<file path="src/rtl/core/wiv_pkg.sv">
package wiv_pkg;

    // apb register map
    localparam int APB_AW = 5;
    localparam int APB_DW = 32;

    localparam logic [2:0] REG_MIN_WINDOW_FILL  = 3'd0;
    localparam logic [2:0] REG_MAX_LOST_AGE     = 3'd1;
    localparam logic [2:0] REG_MIN_VOTE_COUNT   = 3'd2;
    localparam logic [2:0] REG_MIN_SUMMED_SCORE = 3'd3;
    localparam logic [2:0] REG_MIN_PEAK_SCORE   = 3'd4;

    localparam logic [7:0] LOST_AGE_MAX = 8'hFF;

    typedef enum logic [1:0] {
        PS_NONE    = 2'd0,
        PS_UNKNOWN = 2'd1,
        PS_KNOWN   = 2'd2
    } t_pstate;

    typedef struct packed {
        t_pstate     pstate;
        logic [15:0] id;
        logic [15:0] score;
    } t_verdict;

    localparam t_verdict VERDICT_NONE = '{pstate: PS_NONE, id: 16'd0, score: 16'd0};

    // window entry: key 0 is the unknown class, id + 1 otherwise
    typedef struct packed {
        logic [16:0] key;
        logic [15:0] score;
    } t_entry;

    typedef struct packed {
        logic [4:0]  min_window_fill;
        logic [7:0]  max_lost_age;
        logic [4:0]  min_vote_count;
        logic [19:0] min_summed_score;
        logic [15:0] min_peak_score;
    } t_cfg;

    // what an accepted item asks for
    typedef enum logic [1:0] {
        MODE_LOST   = 2'd0,
        MODE_IGNORE = 2'd1,
        MODE_SHORT  = 2'd2,
        MODE_VOTE   = 2'd3
    } t_mode;

    typedef enum logic [1:0] {
        RD_OUTER = 2'd0,
        RD_FIRST = 2'd1,
        RD_NEXT  = 2'd2
    } t_rd_src;

    typedef enum logic [2:0] {
        ST_IDLE   = 3'd0,
        ST_OUTER  = 3'd1,
        ST_KEY    = 3'd2,
        ST_INNER  = 3'd3,
        ST_BEST   = 3'd4,
        ST_FINISH = 3'd5
    } t_state;

    typedef struct packed {
        logic    accept;
        t_rd_src rd_src;
        logic    load_key;
        logic    acc;
        logic    pick;
        logic    commit;
    } t_cmd;

    typedef struct packed {
        t_mode in_mode;
        logic  j_last;
        logic  i_last;
        logic  out_free;
    } t_sts;

endpackage

</file>
<file path="src/rtl/core/windowed_identity_vote.sv">
// Identity voting over a sliding window of per-frame recognition results.
// Each accepted item (a lost tick or a recognition result) gives exactly one
// result item on the output channel, held in an output register so the next
// item can be taken while a result waits. A lost tick, a result that arrives
// while a decision is latched, and a result that leaves the window below the
// vote fill go from accept straight to the finish state, where the result is
// registered once the output register is free. A result that runs a vote
// takes each entry in turn as a candidate class (fetch, key load, compares,
// best update), F being the window fill after the new entry, and compares
// it against all F entries through the single read port of the window
// memory, one entry per cycle. Items are handled one at a time; stall
// stays high until the result is registered. Thresholds are set through the
// APB port at byte addresses 0x00 to 0x10 and must be written only while the
// block is idle.
module windowed_identity_vote #(
    parameter int WINDOW_DEPTH = 16
) (
    input  logic                       i_clk,
    input  logic                       i_rst_n,
    // input channel
    input  logic                       i_in_valid,
    output logic                       o_in_stall,
    input  logic                       i_req_type,
    input  logic                       i_matched,
    input  logic [15:0]                i_person_id,
    input  logic [15:0]                i_match_score,
    // output channel
    output logic                       o_out_valid,
    input  logic                       i_out_stall,
    output logic [1:0]                 o_person_state,
    output logic [15:0]                o_result_id,
    output logic [15:0]                o_result_score,
    // configuration port
    input  logic                       psel,
    input  logic                       penable,
    input  logic                       pwrite,
    input  logic [wiv_pkg::APB_AW-1:0] paddr,
    input  logic [wiv_pkg::APB_DW-1:0] pwdata,
    output logic [wiv_pkg::APB_DW-1:0] prdata,
    output logic                       pready
);

    wiv_pkg::t_cfg     r_cfg;
    wiv_pkg::t_cmd     cmd;
    wiv_pkg::t_sts     sts;
    wiv_pkg::t_verdict verdict;
    logic [2:0]        reg_idx;
    logic              cfg_wr;

    assign reg_idx = paddr[4:2];
    assign cfg_wr  = psel && penable && pwrite;
    assign pready  = 1'b1;

    // configuration registers
    always_ff @(posedge i_clk) begin
        if (!i_rst_n) begin
            r_cfg.min_window_fill  <= 5'd3;
            r_cfg.max_lost_age     <= 8'd5;
            r_cfg.min_vote_count   <= 5'd3;
            r_cfg.min_summed_score <= 20'd131072;
            r_cfg.min_peak_score   <= 16'd39321;
        end else if (cfg_wr) begin
            case (reg_idx)
                wiv_pkg::REG_MIN_WINDOW_FILL:  r_cfg.min_window_fill  <= pwdata[4:0];
                wiv_pkg::REG_MAX_LOST_AGE:     r_cfg.max_lost_age     <= pwdata[7:0];
                wiv_pkg::REG_MIN_VOTE_COUNT:   r_cfg.min_vote_count   <= pwdata[4:0];
                wiv_pkg::REG_MIN_SUMMED_SCORE: r_cfg.min_summed_score <= pwdata[19:0];
                wiv_pkg::REG_MIN_PEAK_SCORE:   r_cfg.min_peak_score   <= pwdata[15:0];
                default: begin
                end
            endcase
        end
    end

    // register readback
    always_comb begin
        case (reg_idx)
            wiv_pkg::REG_MIN_WINDOW_FILL:  prdata = 32'(r_cfg.min_window_fill);
            wiv_pkg::REG_MAX_LOST_AGE:     prdata = 32'(r_cfg.max_lost_age);
            wiv_pkg::REG_MIN_VOTE_COUNT:   prdata = 32'(r_cfg.min_vote_count);
            wiv_pkg::REG_MIN_SUMMED_SCORE: prdata = 32'(r_cfg.min_summed_score);
            wiv_pkg::REG_MIN_PEAK_SCORE:   prdata = 32'(r_cfg.min_peak_score);
            default:                       prdata = '0;
        endcase
    end

    // sequencer
    wiv_ctrl u_ctrl (
        .i_clk      (i_clk),
        .i_rst_n    (i_rst_n),
        .i_in_valid (i_in_valid),
        .i_sts      (sts),
        .o_cmd      (cmd),
        .o_in_stall (o_in_stall)
    );

    // window, vote and result datapath
    wiv_dp #(
        .DEPTH (WINDOW_DEPTH)
    ) u_dp (
        .i_clk         (i_clk),
        .i_rst_n       (i_rst_n),
        .i_cmd         (cmd),
        .o_sts         (sts),
        .i_cfg         (r_cfg),
        .i_req_type    (i_req_type),
        .i_matched     (i_matched),
        .i_person_id   (i_person_id),
        .i_match_score (i_match_score),
        .i_out_stall   (i_out_stall),
        .o_out_valid   (o_out_valid),
        .o_verdict     (verdict)
    );

    assign o_person_state = verdict.pstate;
    assign o_result_id    = verdict.id;
    assign o_result_score = verdict.score;

endmodule

</file>
<file path="src/rtl/core/wiv_ctrl.sv">
module wiv_ctrl (
    input  logic          i_clk,
    input  logic          i_rst_n,
    input  logic          i_in_valid,
    input  wiv_pkg::t_sts i_sts,
    output wiv_pkg::t_cmd o_cmd,
    output logic          o_in_stall
);

    wiv_pkg::t_state r_state;
    wiv_pkg::t_state n_state;

    // state register
    always_ff @(posedge i_clk) begin
        if (!i_rst_n) begin
            r_state <= wiv_pkg::ST_IDLE;
        end else begin
            r_state <= n_state;
        end
    end

    // next state
    always_comb begin
        n_state = r_state;
        case (r_state)
            wiv_pkg::ST_IDLE: begin
                if (i_in_valid) begin
                    if (i_sts.in_mode == wiv_pkg::MODE_VOTE) begin
                        n_state = wiv_pkg::ST_OUTER;
                    end else begin
                        n_state = wiv_pkg::ST_FINISH;
                    end
                end
            end
            wiv_pkg::ST_OUTER: begin
                n_state = wiv_pkg::ST_KEY;
            end
            wiv_pkg::ST_KEY: begin
                n_state = wiv_pkg::ST_INNER;
            end
            wiv_pkg::ST_INNER: begin
                if (i_sts.j_last) begin
                    n_state = wiv_pkg::ST_BEST;
                end
            end
            wiv_pkg::ST_BEST: begin
                if (i_sts.i_last) begin
                    n_state = wiv_pkg::ST_FINISH;
                end else begin
                    n_state = wiv_pkg::ST_OUTER;
                end
            end
            wiv_pkg::ST_FINISH: begin
                if (i_sts.out_free) begin
                    n_state = wiv_pkg::ST_IDLE;
                end
            end
            default: begin
                n_state = wiv_pkg::ST_IDLE;
            end
        endcase
    end

    // command outputs
    always_comb begin
        o_cmd        = '0;
        o_cmd.rd_src = wiv_pkg::RD_OUTER;
        o_in_stall   = 1'b1;
        case (r_state)
            wiv_pkg::ST_IDLE: begin
                o_in_stall   = 1'b0;
                o_cmd.accept = i_in_valid;
            end
            wiv_pkg::ST_OUTER: begin
                o_cmd.rd_src = wiv_pkg::RD_OUTER;
            end
            wiv_pkg::ST_KEY: begin
                o_cmd.rd_src   = wiv_pkg::RD_FIRST;
                o_cmd.load_key = 1'b1;
            end
            wiv_pkg::ST_INNER: begin
                o_cmd.rd_src = wiv_pkg::RD_NEXT;
                o_cmd.acc    = 1'b1;
            end
            wiv_pkg::ST_BEST: begin
                o_cmd.pick = 1'b1;
            end
            wiv_pkg::ST_FINISH: begin
                o_cmd.commit = i_sts.out_free;
            end
            default: begin
                o_in_stall = 1'b1;
            end
        endcase
    end

endmodule

</file>
<file path="src/rtl/core/wiv_dp.sv">
module wiv_dp #(
    parameter int DEPTH = 16
) (
    input  logic              i_clk,
    input  logic              i_rst_n,
    input  wiv_pkg::t_cmd     i_cmd,
    output wiv_pkg::t_sts     o_sts,
    input  wiv_pkg::t_cfg     i_cfg,
    input  logic              i_req_type,
    input  logic              i_matched,
    input  logic [15:0]       i_person_id,
    input  logic [15:0]       i_match_score,
    input  logic              i_out_stall,
    output logic              o_out_valid,
    output wiv_pkg::t_verdict o_verdict
);

    localparam int HW   = $clog2(DEPTH);
    localparam int CW   = $clog2(DEPTH + 1);
    localparam int SW   = 16 + CW;
    localparam int SCW  = (SW > 20) ? SW : 20;
    localparam logic [HW-1:0] HEAD_LAST = HW'(DEPTH - 1);
    localparam logic [CW-1:0] FILL_FULL = CW'(DEPTH);

    // window store
    wiv_pkg::t_entry r_mem [DEPTH];
    wiv_pkg::t_entry r_rd;
    logic [HW-1:0]   rd_addr;
    logic            wr_en;
    wiv_pkg::t_entry wr_entry;

    // block state
    logic [CW-1:0]     r_fill;
    logic [HW-1:0]     r_head;
    logic [7:0]        r_lost_age;
    logic              r_decided;
    wiv_pkg::t_verdict r_latched;
    wiv_pkg::t_verdict r_last;
    logic              r_out_valid;
    wiv_pkg::t_verdict r_out;
    wiv_pkg::t_mode    r_mode;

    // vote loop registers
    logic [HW-1:0] r_i;
    logic [HW-1:0] r_j;
    logic [16:0]   r_key;
    logic [CW-1:0] r_cnt;
    logic [SW-1:0] r_sum;
    logic [15:0]   r_peak;
    logic [CW-1:0] r_best_cnt;
    logic [16:0]   r_best_key;
    logic [SW-1:0] r_best_sum;
    logic [15:0]   r_best_peak;

    wiv_pkg::t_mode    in_mode;
    wiv_pkg::t_verdict fin;
    logic              lost_clear;
    logic              set_latch;
    logic              vote_pass;
    logic              better;
    logic [CW-1:0]     fill_last;

    // classify the offered item
    always_comb begin
        if (!i_req_type) begin
            in_mode = wiv_pkg::MODE_LOST;
        end else if (r_decided) begin
            in_mode = wiv_pkg::MODE_IGNORE;
        end else if ((8'(r_fill) + 8'd1) < 8'(i_cfg.min_window_fill)) begin
            in_mode = wiv_pkg::MODE_SHORT;
        end else begin
            in_mode = wiv_pkg::MODE_VOTE;
        end
    end

    assign wr_en = i_cmd.accept &&
                   (in_mode == wiv_pkg::MODE_SHORT || in_mode == wiv_pkg::MODE_VOTE);
    assign wr_entry.key   = i_matched ? (17'(i_person_id) + 17'd1) : 17'd0;
    assign wr_entry.score = i_match_score;

    // read address select
    always_comb begin
        case (i_cmd.rd_src)
            wiv_pkg::RD_OUTER: rd_addr = r_i;
            wiv_pkg::RD_FIRST: rd_addr = '0;
            wiv_pkg::RD_NEXT:  rd_addr = r_j + HW'(1);
            default:           rd_addr = '0;
        endcase
    end

    // memory write and registered read
    always_ff @(posedge i_clk) begin
        if (wr_en) begin
            r_mem[r_head] <= wr_entry;
        end
        r_rd <= r_mem[rd_addr];
    end

    // loop status
    assign fill_last      = r_fill - CW'(1);
    assign o_sts.in_mode  = in_mode;
    assign o_sts.j_last   = (CW'(r_j) == fill_last);
    assign o_sts.i_last   = (CW'(r_i) == fill_last);
    assign o_sts.out_free = !r_out_valid || !i_out_stall;

    assign better = (r_cnt > r_best_cnt) || (r_cnt == r_best_cnt && r_key < r_best_key);

    // vote thresholds on the winning class
    assign vote_pass = (8'(r_best_cnt) >= 8'(i_cfg.min_vote_count)) &&
                       (SCW'(r_best_sum) >= SCW'(i_cfg.min_summed_score)) &&
                       (r_best_peak >= i_cfg.min_peak_score);

    assign lost_clear = (r_lost_age >= i_cfg.max_lost_age);

    // result of the item in flight
    always_comb begin
        fin       = r_latched;
        set_latch = 1'b0;
        case (r_mode)
            wiv_pkg::MODE_LOST: begin
                fin = lost_clear ? wiv_pkg::VERDICT_NONE : r_latched;
            end
            wiv_pkg::MODE_IGNORE: begin
                fin = r_last;
            end
            wiv_pkg::MODE_SHORT: begin
                fin = wiv_pkg::VERDICT_NONE;
            end
            wiv_pkg::MODE_VOTE: begin
                if (vote_pass) begin
                    set_latch = 1'b1;
                    if (r_best_key == 17'd0) begin
                        fin.pstate = wiv_pkg::PS_UNKNOWN;
                        fin.id     = 16'd0;
                    end else begin
                        fin.pstate = wiv_pkg::PS_KNOWN;
                        fin.id     = 16'(r_best_key - 17'd1);
                    end
                    fin.score = r_best_peak;
                end else if (r_fill == FILL_FULL) begin
                    set_latch  = 1'b1;
                    fin.pstate = wiv_pkg::PS_UNKNOWN;
                    fin.id     = 16'd0;
                    fin.score  = 16'd0;
                end
            end
            default: begin
                fin = r_latched;
            end
        endcase
    end

    // window bookkeeping, decision and output register
    always_ff @(posedge i_clk) begin
        if (!i_rst_n) begin
            r_fill      <= '0;
            r_head      <= '0;
            r_lost_age  <= 8'd0;
            r_decided   <= 1'b0;
            r_latched   <= wiv_pkg::VERDICT_NONE;
            r_last      <= wiv_pkg::VERDICT_NONE;
            r_out_valid <= 1'b0;
        end else begin
            if (wr_en) begin
                r_head     <= (r_head == HEAD_LAST) ? '0 : r_head + HW'(1);
                r_fill     <= (r_fill == FILL_FULL) ? r_fill : r_fill + CW'(1);
                r_lost_age <= 8'd0;
            end
            if (i_cmd.commit) begin
                r_last      <= fin;
                r_out_valid <= 1'b1;
                if (r_mode == wiv_pkg::MODE_LOST) begin
                    if (lost_clear) begin
                        r_fill    <= '0;
                        r_head    <= '0;
                        r_latched <= wiv_pkg::VERDICT_NONE;
                    end
                    if (r_lost_age != wiv_pkg::LOST_AGE_MAX) begin
                        r_lost_age <= r_lost_age + 8'd1;
                    end
                    r_decided <= 1'b0;
                end
                if (set_latch) begin
                    r_decided <= 1'b1;
                    r_latched <= fin;
                end
            end else if (r_out_valid && !i_out_stall) begin
                r_out_valid <= 1'b0;
            end
        end
    end

    // payload side: mode, vote loop, result word
    always_ff @(posedge i_clk) begin
        if (i_cmd.accept) begin
            r_mode      <= in_mode;
            r_i         <= '0;
            r_best_cnt  <= '0;
            r_best_key  <= 17'd0;
            r_best_sum  <= '0;
            r_best_peak <= 16'd0;
        end
        if (i_cmd.load_key) begin
            r_key  <= r_rd.key;
            r_cnt  <= '0;
            r_sum  <= '0;
            r_peak <= 16'd0;
            r_j    <= '0;
        end
        if (i_cmd.acc) begin
            if (r_rd.key == r_key) begin
                r_cnt <= r_cnt + CW'(1);
                r_sum <= r_sum + SW'(r_rd.score);
                if (r_rd.score > r_peak) begin
                    r_peak <= r_rd.score;
                end
            end
            r_j <= r_j + HW'(1);
        end
        if (i_cmd.pick) begin
            if (better) begin
                r_best_cnt  <= r_cnt;
                r_best_key  <= r_key;
                r_best_sum  <= r_sum;
                r_best_peak <= r_peak;
            end
            r_i <= r_i + HW'(1);
        end
        if (i_cmd.commit) begin
            r_out <= fin;
        end
    end

    assign o_out_valid = r_out_valid;
    assign o_verdict   = r_out;

endmodule
</file>
<file path="config.mk">
export PLATFORM = sky130hd
export DESIGN_NAME = windowed_identity_vote
export DESIGN_NICKNAME = d
export VERILOG_FILES = /design/src/rtl/core/wiv_pkg.sv /design/src/rtl/core/windowed_identity_vote.sv /design/src/rtl/core/wiv_ctrl.sv /design/src/rtl/core/wiv_dp.sv
export SDC_FILE = /design/constraint.sdc
export NUM_CORES = 1
export LEC_CHECK = 0
export BUFFER_PORTS_ARGS = -buffer_cell sky130_fd_sc_hd__buf_4
export CAP_MARGIN = 10
export CORE_MARGIN = 3
export CORE_UTILIZATION = 35
export DETAILED_ROUTE_END_ITERATION = 16
export GPL_TIMING_DRIVEN = 0
export PLACE_DENSITY = 0.51
export SLEW_MARGIN = 0
export SYNTH_ARGS = -nofsm -noshare
export SYNTH_HDL_FRONTEND = slang
export SYNTH_SLANG_ARGS = --single-unit
</file>
<file path="constraint.sdc">
create_clock -name i_clk -period 2.7 [get_ports i_clk]
set_clock_uncertainty 0.15 [all_clocks]
set_input_delay 0.135 -clock i_clk [delete_from_list [all_inputs] [get_ports i_clk]]
set_output_delay 0.135 -clock i_clk [all_outputs]
set_load 0.01 [all_outputs]
</file>
==> results.json <==
{
  "post-place-ws_ps": -1020,
  "yosysMostFrequentCell": "edfxtp_1",
  "dieArea_mm2": 0.115,
  "rsz0062_at_grt": "true",
  "reg2reg_from": "u_dp.r_best_peak[1]",
  "worstPathMaxFanout": 6,
  "io_pins": 147,
  "yosysUniqueCellTypes": 95,
  "ys_top_cells_by_count": "edfxtp_1, nand2_1, dfxtp_1",
  "syn_area_mm2": 0.0388,
  "cts_buffers": 95,
  "post-route-drc-count": 0,
  "synth-edff-count": 589,
  "clock-sinks": 867,
  "overflow": 0,
  "endpoint_kind": "flop",
  "ir_worst_vdd_mv": 0.569,
  "syn-instance-count": 3390,
  "fin_crit_sh_pct": 107,
  "min_from": "i_person_id[9]",
  "tritoncts": "done",
  "grt_util_all_layers_pct": 20.7,
  "hold_path_end": "u_dp.r_mem[3][25]",
  "cts_buffer_depth": 3,
  "coreArea_mm2": 0.109,
  "slowest_delay_ps": 430,
  "grt_pass1_wl_um": 180000,
  "yosysTopAreaCellShare_pct": 45.5,
  "dieWidth_um": 339,
  "num_vias": 28300,
  "yosys_register_bits": 867,
  "num_rows": 121,
  "antenna_found_initial": 6,
  "worst_hold_path.num_cells": 3,
  "slowest_stage": "dfxtp_2",
  "path_class": "flop to flop",
  "synthFlopType": "edfxtp_1",
  "initial_utilization_pct": 35.5,
  "drive_gt1_share_pct": 26.9,
  "clk_latency_ps": 670,
  "vias_per_cell": 5.24,
  "setup_viol": 65,
  "max_cap_violations": 0,
  "yosys.area_share.simple_pct": 12.3,
  "yosysSeqAreaShare_pct": 59.9,
  "place_congestion": 0.869,
  "wl_um": 124000,
  "clk_pin_slew_ps": 60,
  "ys_warn_count": 0,
  "synth_fa_ha_area_share_pct": 3.85,
  "cts_htree_levels": 3,
  "critPathArrivalTime_ps": 3110,
  "hold_viol": 0,
  "grt_max_degree": 31,
  "root_buffer": "clkbuf_16",
  "violations": "setup timing",
  "synth_compound_area_share_pct": 15.4,
  "routedWlPerCell_um": 22.9,
  "die_y_um": 339,
  "hpwl_um": 80100,
  "fmax_ghz": 0.347,
  "status": "finished with violations",
  "async_reset_ff_share_pct": 0,
  "ant_nets": 0,
  "powerDensity_mw_per_mm2": 897,
  "finalCriticalPeriod_ps": 2880,
  "synth.largest_area_cell": "edfxtp_1",
  "startpoint_type": "flop",
  "finalWorstSetupSlack_ps": -182,
  "max-slew-margin-rel_pct": 28.5,
  "synth_mux_area_share_pct": 2.65,
  "drt_pre_antenna_iters": 5,
  "synth.area.top_cells": "edfxtp_1, dfxtp_1, nand2_1",
  "r2r_cells": 10,
  "synth_top_family_by_area": "compound AO/OA/AOI/OAI gates",
  "min_path_type": "primary input to flop",
  "worstPathCellList": "ha_2, a31oi_4, o21ai_2, a2111o_1, a21o_4, buf_8, buf_6, and3_4, o21ai_4, o21ai_1",
  "maxSlewViolCount": 0,
  "p_leak_nw": 18.0,
  "first_iter_violations": 1958,
  "grt_pass1_vias": 27400,
  "critPathRequiredTime_ps": 2930,
  "area_growth_pct": 30.5,
  "avgSynthCellArea_um2": 11.5,
  "fill_cells": 9875,
  "reg2reg_to": "u_dp.o_verdict[8]",
  "dp.cells": 5008,
  "r2r_slack_ps": -180,
  "synth-xor-area-share_pct": 1.60,
  "instances_no_fill": 5392,
  "worstMarginPinSlew_ps": 1070,
  "io_buffer_count": 117,
  "layout.nets": 4038
}
[repair_timing]
item	CTS	global route
hold endpoints to repair	466	0
gates cloned	22	10
hold buffers	57	0
gates resized for setup	575	260
setup endpoints to repair	750	502
pin swaps	122	84
setup buffers	99	34
[kinds of logic (layout without fill, tap and decap cells)]
family          Yosys count  count (layout)
compound gates          863             863
fa+ha+maj               119             119
flops                   867             867
buf+inv                 365             870
mux                      95              95
xor+xnor                 71              71
simple gates           1008            1016
other cells               2              15
[final cells by class]
cell class              instances  area (um^2)  share of cell area [%]
inverters                     136          529                    1.04
well taps                    1476         1850                    3.64
clock buffers                 124         2580                    5.08
repair buffers                341         3770                    7.43
multi-input cells            2177        16500                    32.5
flip-flops and latches        867        23300                    46.0
diodes                          2         5.00                 0.00987
plain buffers                 223         1850                    3.66
clock inverters                46          352                   0.694
[how the worst max path moves through the flow]
stage                   startpoint                 end  slack [ps]  depth (start not counted)
6_report       u_dp.r_best_peak[1]   u_dp.o_verdict[8]        -180                         10
4_1_cts        u_dp.r_best_peak[2]   u_dp.o_verdict[1]        -190                         11
2_1_floorplan         u_dp.r_rd[0]      u_dp.r_sum[20]          -9                         11
5_1_grt                  r_cfg[34]  u_dp.o_verdict[21]        -260                         13
3_5_place_dp    u_dp.r_lost_age[0]  u_dp.o_verdict[19]       -1020                         10
3_3_place_gp     u_ctrl.r_state[0]   u_dp.r_mem[8][29]       -1470                          7
[cell usage in the layout (no fill, tap or decap), types with 81 or more instances in the layout]
master     instances
a21oi_1           81
clkbuf_1          83
edfxtp_1         589
clkbuf_16        106
inv_1            119
and2_1           102
buf_4            245
nand2_1          482
a211oi_1         111
ha_1             100
nand3_1           82
nor2_1            90
dfxtp_1          236
[sequential cells by signal, summed over array words and instances, names as in the netlist, 17 cells and up]
| register | cells |
|---|---|
| u_dp.r_latched | 34 |
| u_dp.r_best_key | 17 |
| u_dp.r_sum | 21 |
| u_dp.r_mem | 528 |
| u_dp.r_key | 17 |
| u_dp.r_best_sum | 21 |
| u_dp.r_rd | 33 |
| u_dp.o_verdict | 34 |
| r_cfg | 54 |
| u_dp.r_last | 34 |
[critical path: cells and delay by family (launching register included)]
kind / cells / cell delay [ps]
AO/OA/AOI/OAI: 6 / 1220
flip-flops: 1 / 430
adder cells (fa/ha/maj): 1 / 320
buffers and inverters: 2 / 290
AND/OR/NAND/NOR: 1 / 170
[stage by stage]
stage	hold slack, ps	power, mW	TNS (ps)	instance area (um^2)	utilization, %
final	54.3	45.5	-4640	50700	46.3
after global routing	47.2	47.4	-12780	50700	46.3
after CTS	3.87	44.4	-9250	49100	44.9
after detailed placement	232	29.0	-387080	41900	38.3
after global placement	227	29.0	-753880	41600	38.0
after floorplan	83.9	23.7	-8.55	38900	-
[layer usage]
layer,global-route usage (%),wire length [um]
met5,0,13
met4,6.85,4710
met3,3.55,6640
met2,34.8,58500
met1,27.0,53600
[power by group]
group          switching (mW)  internal (mW)  leakage (nW)  total (mW)
Clock                    5.44           7.01          1.45        12.4
Sequential              0.603           15.1          7.66        15.7
Combinational            10.8           6.53          8.85        17.4
Total                    16.9           28.6          18.0        45.5
(Power assumes the default switching activity.)
